### src/rtl/esb_pkg.sv
// Package for the enveloped sine beeper: widths, register indexes, reset values,
// the arithmetic unit's control struct and the sine table entry function.
// Has no dependencies. Every other file of the block uses it.
package esb_pkg;

   localparam int SINE_TABLE_DEPTH_DEFAULT = 1024;
   localparam int LENGTH_WIDTH_DEFAULT     = 24;

   localparam int PHASE_W     = 32;
   localparam int CFG_LEN_W   = 24;
   localparam int LEVEL_W     = 16;
   localparam int SAMPLE_W    = 16;
   localparam int NOTE_W      = 24;
   localparam int CMP_W       = 32;
   localparam int MUL_A_W     = 33;
   localparam int MUL_B_W     = 18;
   localparam int MUL_P_W     = MUL_A_W + MUL_B_W;
   localparam int QUO_W       = 16;
   localparam int REM_W       = CFG_LEN_W;
   localparam int SAMPLE_SHIFT = 15;
   localparam int CSR_INDEX_W = 3;
   localparam int CSR_DATA_W  = 32;

   localparam logic [CSR_INDEX_W-1:0] CSR_TONE_PHASE_STEP   = 3'd0;
   localparam logic [CSR_INDEX_W-1:0] CSR_ATTACK_LENGTH     = 3'd1;
   localparam logic [CSR_INDEX_W-1:0] CSR_TRANSITION_LENGTH = 3'd2;
   localparam logic [CSR_INDEX_W-1:0] CSR_RELEASE_LENGTH    = 3'd3;
   localparam logic [CSR_INDEX_W-1:0] CSR_PEAK_LEVEL        = 3'd4;
   localparam logic [CSR_INDEX_W-1:0] CSR_SUSTAIN_LEVEL     = 3'd5;

   localparam logic REQ_TICK = 1'b0;
   localparam logic REQ_LOAD = 1'b1;

   localparam logic [PHASE_W-1:0]   RESET_TONE_PHASE_STEP   = 32'd0;
   localparam logic [CFG_LEN_W-1:0] RESET_ATTACK_LENGTH     = 24'd1470;
   localparam logic [CFG_LEN_W-1:0] RESET_TRANSITION_LENGTH = 24'd1470;
   localparam logic [CFG_LEN_W-1:0] RESET_RELEASE_LENGTH    = 24'd4410;
   localparam logic [LEVEL_W-1:0]   RESET_PEAK_LEVEL        = 16'd50000;
   localparam logic [LEVEL_W-1:0]   RESET_SUSTAIN_LEVEL     = 16'd35000;

   localparam logic [63:0] Q30_ONE     = 64'd1 << 30;
   localparam logic [63:0] HALF_PI_Q30 = 64'd1686629713;

   typedef struct packed {
      logic mul_go;
      logic div_load;
      logic div_step;
   } arith_ctl_type;

   // Q1.15 sine of a 16-bit turn fraction: quarter-wave fold, Taylor series in Q30
   function automatic logic signed [SAMPLE_W-1:0] sine_value(input logic [15:0] turn);
      logic [1:0]  quad;
      logic [63:0] r;
      logic [63:0] x;
      logic [63:0] x2;
      logic [63:0] t;
      logic [63:0] s;
      logic [63:0] v;
      quad = turn[15:14];
      r = {50'd0, turn[13:0]};
      if (quad[0]) begin
         r = 64'd16384 - r;
      end
      x  = (r * HALF_PI_Q30) >> 14;
      x2 = (x * x) >> 30;
      t  = Q30_ONE - ((x2 * Q30_ONE / 64'd110) >> 30);
      t  = Q30_ONE - (((x2 * t) >> 30) / 64'd72);
      t  = Q30_ONE - (((x2 * t) >> 30) / 64'd42);
      t  = Q30_ONE - (((x2 * t) >> 30) / 64'd20);
      t  = Q30_ONE - (((x2 * t) >> 30) / 64'd6);
      s  = (x * t) >> 30;
      v  = (s * 64'd32767 + (64'd1 << 29)) >> 30;
      if (v > 64'd32767) begin
         v = 64'd32767;
      end
      return quad[1] ? -$signed(v[SAMPLE_W-1:0]) : $signed(v[SAMPLE_W-1:0]);
   endfunction

endpackage

### src/rtl/esb_mul_div.sv
// Shared arithmetic unit: one registered signed multiplier and a restoring
// divider that retires one quotient bit per cycle while div_step is high. Depends on esb_pkg.
module esb_mul_div (
   input  logic                                  clock,
   input  esb_pkg::arith_ctl_type                ctl,
   input  logic signed [esb_pkg::MUL_A_W-1:0]    mul_a,
   input  logic signed [esb_pkg::MUL_B_W-1:0]    mul_b,
   input  logic [esb_pkg::CFG_LEN_W-1:0]         divisor,
   output logic signed [esb_pkg::MUL_P_W-1:0]    product,
   output logic [esb_pkg::QUO_W-1:0]             quotient
);

   logic signed [esb_pkg::MUL_P_W-1:0] product_ff;
   logic signed [esb_pkg::MUL_P_W-1:0] product_in;
   logic [esb_pkg::REM_W-1:0]          rem_ff;
   logic [esb_pkg::REM_W-1:0]          rem_in;
   logic [esb_pkg::QUO_W-1:0]          quo_ff;
   logic [esb_pkg::QUO_W-1:0]          quo_in;
   logic [esb_pkg::REM_W:0]            shifted;
   logic [esb_pkg::REM_W+1:0]          trial;
   logic                               fits;

   always_comb begin
      shifted = {rem_ff, quo_ff[esb_pkg::QUO_W-1]};
      trial   = {1'b0, shifted} - {2'b00, divisor};
      fits    = !trial[esb_pkg::REM_W+1];

      product_in = product_ff;
      rem_in     = rem_ff;
      quo_in     = quo_ff;
      if (ctl.mul_go) begin
         product_in = mul_a * mul_b;
      end
      if (ctl.div_load) begin
         rem_in = product_ff[esb_pkg::QUO_W +: esb_pkg::REM_W];
         quo_in = product_ff[esb_pkg::QUO_W-1:0];
      end else if (ctl.div_step) begin
         rem_in = fits ? trial[esb_pkg::REM_W-1:0] : shifted[esb_pkg::REM_W-1:0];
         quo_in = {quo_ff[esb_pkg::QUO_W-2:0], fits};
      end
   end

   always_ff @(posedge clock) begin
      product_ff <= product_in;
      rem_ff     <= rem_in;
      quo_ff     <= quo_in;
   end

   assign product = product_ff;
   assign quotient = quo_ff;

endmodule

### config.mk
export PLATFORM = sky130hd
export DESIGN_NAME = esb_mul_div
export DESIGN_NICKNAME = d
export VERILOG_FILES = /design/src/rtl/esb_pkg.sv /design/src/rtl/esb_mul_div.sv
export SDC_FILE = /design/constraint.sdc
export NUM_CORES = 2
export LEC_CHECK = 0
export BUFFER_PORTS_ARGS = -buffer_cell sky130_fd_sc_hd__buf_4
export CELL_PAD_IN_SITES_DETAIL_PLACEMENT = 1
export CELL_PAD_IN_SITES_GLOBAL_PLACEMENT = 2
export CORE_MARGIN = 3
export CORE_UTILIZATION = 37
export CTS_CLUSTER_DIAMETER = 200
export DETAILED_ROUTE_END_ITERATION = 6
export PLACE_DENSITY_LB_ADDON = 0.1
export SLEW_MARGIN = 30
export SYNTH_ARGS = -nofsm -noshare
export SYNTH_HDL_FRONTEND = slang
export SYNTH_SLANG_ARGS = --single-unit
### constraint.sdc
create_clock -name clock -period 7.75 [get_ports clock]
set_clock_uncertainty 0.15 [all_clocks]
set_input_delay 1.55 -clock clock [delete_from_list [all_inputs] [get_ports clock]]
set_output_delay 1.55 -clock clock [all_outputs]
set_load 0.01 [all_outputs]
## After elaboration in Yosys (flattened, before gate mapping)

Index checks and enable logic that the tools add are counted.

| storage, ports and cells | value |
|---|---|
| bits in registers | 91 |
| bits of input ports | 79 |
| output and inout bits | 67 |

| operators by class | value |
|---|---|
| add/sub/neg operators | 1 |
| $mul | 1 |
| multiplexer cells | 5 |
| reduce and logical (&&, ||, !) cells | 2 |

Operators by type and width:

| operator | number |
|---|---|
| $mux W24 | 3 |
| $mul A33 B18 Y51 | 1 |
| $mux W16 | 2 |
| $sub A25 B24 Y26 | 1 |
| $reduce_bool A2 Y1 | 1 |
| $logic_not A1 Y1 | 1 |

## Depth between registers and ports, before layout

| depth | value |
|---|---|
| depth after elaboration | 4 |
| gate-level depth with buffers | 26 |
| mapped depth without buffers | 24 |

## Worst setup path before layout

OpenSTA, ideal clock, no wires.

| path | value |
|---|---|
| kind | input -> register |
| start point | in mul_a[17] (netlist bit) |
| end point | reg product_ff (netlist bit product[43]), data pin |
| setup time | 269 ps |
| arrival | 7311 ps |
| data required time | 7331 ps |
| slack | 21 ps |
| stages on the path | 23 |
| buffers on the path | 2 |
| cell sequence | clkbuf_1 -> clkbuf_1 -> nand2_1 -> fa_1 -> fa_1 -> fa_1 -> inv_1 -> fa_1 -> fa_1 -> inv_1 -> fa_1 -> inv_1 -> ha_1 -> a21oi_1 -> o21ai_0 -> a211o_1 -> o31ai_4 -> o21ai_1 -> a311oi_2 -> o21ai_1 -> a21oi_2 -> o31ai_1 -> xor2_1 |

| between the ends | value |
|---|---|
| cells in the longest elaborated chain, start to end | 1 |

RTL lines:

| element | RTL line | text |
|---|---|---|
| start, declared | esb_mul_div.sv:6 | `input logic signed [esb_pkg::MUL_A_W-1:0] mul_a,` |
| $mul A33 B18 Y51 | esb_mul_div.sv:32 | `product_in = mul_a * mul_b;` |
| end signal, assigned | esb_mul_div.sv:44 | `product_ff <= product_in;` |
| end, declared | esb_mul_div.sv:13 | `logic signed [esb_pkg::MUL_P_W-1:0] product_ff;` |

No other way between the ends.
A chain may end at the register's enable or synchronous reset.

## Worst setup path after layout

| path | value |
|---|---|
| start point | in mul_b[6] (netlist bit) |
| end point | reg product_ff (netlist bit product[49]), data pin |

| between the ends | value |
|---|---|
| cells in the longest elaborated chain, start to end | 1 |

RTL lines:

| element | RTL line | text |
|---|---|---|
| start, declared | esb_mul_div.sv:7 | `input logic signed [esb_pkg::MUL_B_W-1:0] mul_b,` |
| $mul A33 B18 Y51 | esb_mul_div.sv:32 |  |

No other way between the ends.

==> out/results.ini <==
[status]
status = finished clean

[grt]
track_usage = 0.2244
antenna_found_initial = 3
grt_pass1_wl_um = 122600
grt_max_degree = 52
grt_remaining_overflow = 0
grt_pass1_vias = 21220

[worst_setup_path]
worstSetupPathType = in -> reg
reg2reg_slack_ps = 3800
r2r-start = rem_ff[0]
cp.arrival_ps = 7530
ff2ff_path_depth = 10
critPathLaunchType = input pin
endpoint_kind = flip-flop
cp.required_ps = 7700
r2r-end = rem_ff[20]
crit_fanout = 7

[logic_synthesis]
netlist_area_mm2 = 0.02511
synth-edff-count = 91
synth_area_leader_cell = fa_1
synth_seq_area_share = 0.1088
yosys_warnings = 0
ys_top_cells_by_count = inv_1, fa_1, nand2_1
synth_ff_type = edfxtp_1
synth.top_cell.area_share = 0.4544
yosys_register_bits = 91
async_flop_share = 0
ys_types = 66
netlist_instances = 2705
postSynthAreaPerCell_um2 = 9.283
yosysMostFrequentCell = inv_1
synthTopCellsByArea = fa_1, edfxtp_1, inv_1, ha_1, and2_1
synth_fp_nets = 3501

[hold_path]
hold-path-endpoint = quotient[14]
hold_class = reg -> reg
whs_path_depth = 1
min_from = quotient[13]

[place]
portBuffers = 145
gp_congestion = 0.8682
hpwl_um = 66890

[run]
max_cap_violations = 0

[routing]
drt-pass1-iter-count = 5
vias = 18490
drt_iter0_markers = 1026
wire_per_inst_um = 20.02
routed_wl_um = 76840
drc_errors = 0
ant_nets = 0
viasPerCell = 4.818

[layout]
area_growth_pct = 16.18
nets = 3765
finish.utilization = 0.4390
drive_above_1_share = 0.1516
antennaDiodeCount = 0

[sta]
fmax_mhz = 132.0
timing.final.crit_share = 0.9773
worstMarginPinSlew_ps = 754.1
setup_violations = 0
timing.slew.headroom = 0.4954
final_max_slew_viol_count = 0
period_minus_slack_ps = 7574
hold_viol_final = 0

[clocking]
cts_htree_levels = 3
clock_sinks = 91
clkTransAtPathRegs_ps = 80
cts_root_buffer = clkbuf_16
cts.path.max_buffers = 2
cts_made_buffers = 9
ctsHoldBuffers = 0
worstSkewPairLatency_ps = 350
cts_tree = built

[floorplan]
dieWidth_um = 266.5
rows = 94
io_pins = 146
coreArea_mm2 = 0.06645
die_h_um = 266.5
fp.dieArea_mm2 = 0.07103
start_util = 0.3779

-- layout by cell type, fill, tap and decap left out, types with 18 or more instances in the layout --
cell,instances
nor2_1,62
buf_4,353
o21ai_1,29
o21ai_0,30
and2_1,234
a21oi_1,68
ha_1,143
xor2_1,18
xnor2_1,52
a21o_1,19
fa_1,564
nand2_1,386
edfxtp_1,91
inv_1,677
-- per-layer routing --
metal  global-route usage  vias up  wire (µm)
li1                     -     8529          -
met1               0.3343     9618      38060
met4              0.03468        2        919
met3              0.02876       38       3286
met2               0.3577      303      34560
met5                    0        -         13
-- kinds of logic (layout without fill, tap and decap cells) --
logic type / count (synthesis) / after routing / share of synthesized area
fa+ha+maj: 717 / 717 / 0.5277
buf+inv: 797 / 1066 / 0.1195
mux: 25 / 25 / 0.01071
compound gates: 239 / 239 / 0.06353
flops: 91 / 91 / 0.1088
xor+xnor: 70 / 70 / 0.02442
simple gates: 766 / 766 / 0.1453
-- worst max path at each step --
stage / start / endpoint / slack (ps) / cells past startpoint
finish: mul_b[6] / product[49] / 180 / 25
global route: mul_a[9] / product[48] / -40 / 26
CTS: mul_b[6] / product[47] / 30 / 25
detailed placement: mul_b[3] / product[49] / -470 / 24
global placement: mul_b[3] / product[49] / -320 / 24
floorplan: mul_a[17] / product[43] / 20 / 23
-- registers in the layout, indices dropped and copies added (netlist names) --
name,cells
rem_ff,24
product,51
quotient,16
-- metrics by stage --
stage / area (µm²) / worst slack (ps) / TNS [ps] / hold WS [ps] / instances
2_1_floorplan: 25110 / 20.68 / 0 / 436.3 / 2705
3_3_place_gp: 28650 / -316.3 / -2172 / 408.0 / 3818
3_5_place_dp: 28650 / -467.4 / -3993 / 419.5 / 3818
4_1_cts: 28970 / 32.36 / 0 / 438.4 / 3834
5_1_grt: 29170 / -37.44 / -62.98 / 449.3 / 3838
6_report: 29170 / 176.2 / 0 / 435.0 / 3838
-- layout make-up --
cell class,instances,area (µm²)
fillers,7607,37280
well taps,864,1081
flip-flops and latches,91,2733
repair buffers,373,2993
clock inverters,7,70.07
inverters,677,2541
multi-input cells,1817,19530
clock buffers,9,225.2
-- worst max-delay path, cell delays in order --
cell	delay, ps
buf_4	170
and2_1	170
fa_1	530
inv_1	50
fa_1	480
fa_1	530
inv_1	60
fa_1	490
fa_1	490
inv_1	50
fa_1	480
inv_1	70
ha_4	230
a21oi_1	150
o21ai_0	110
buf_4	160
a211o_1	270
o31ai_4	330
a2111oi_2	120
buf_4	170
a32oi_4	240
o21ai_4	100
and3_1	190
a211oi_2	240
xnor2_1	90
-- what timing repair did --
| item | CTS | global route |
|---|---|---|
| pin swaps | 2 | 19 |
| buffers inserted | 0 | 4 |
| endpoints found under the setup margin | 4 | 11 |
| gates resized for setup | 5 | 33 |
Power is not shown: default switching activity piles up to over one toggle a cycle in this logic, so the estimate is an artifact.
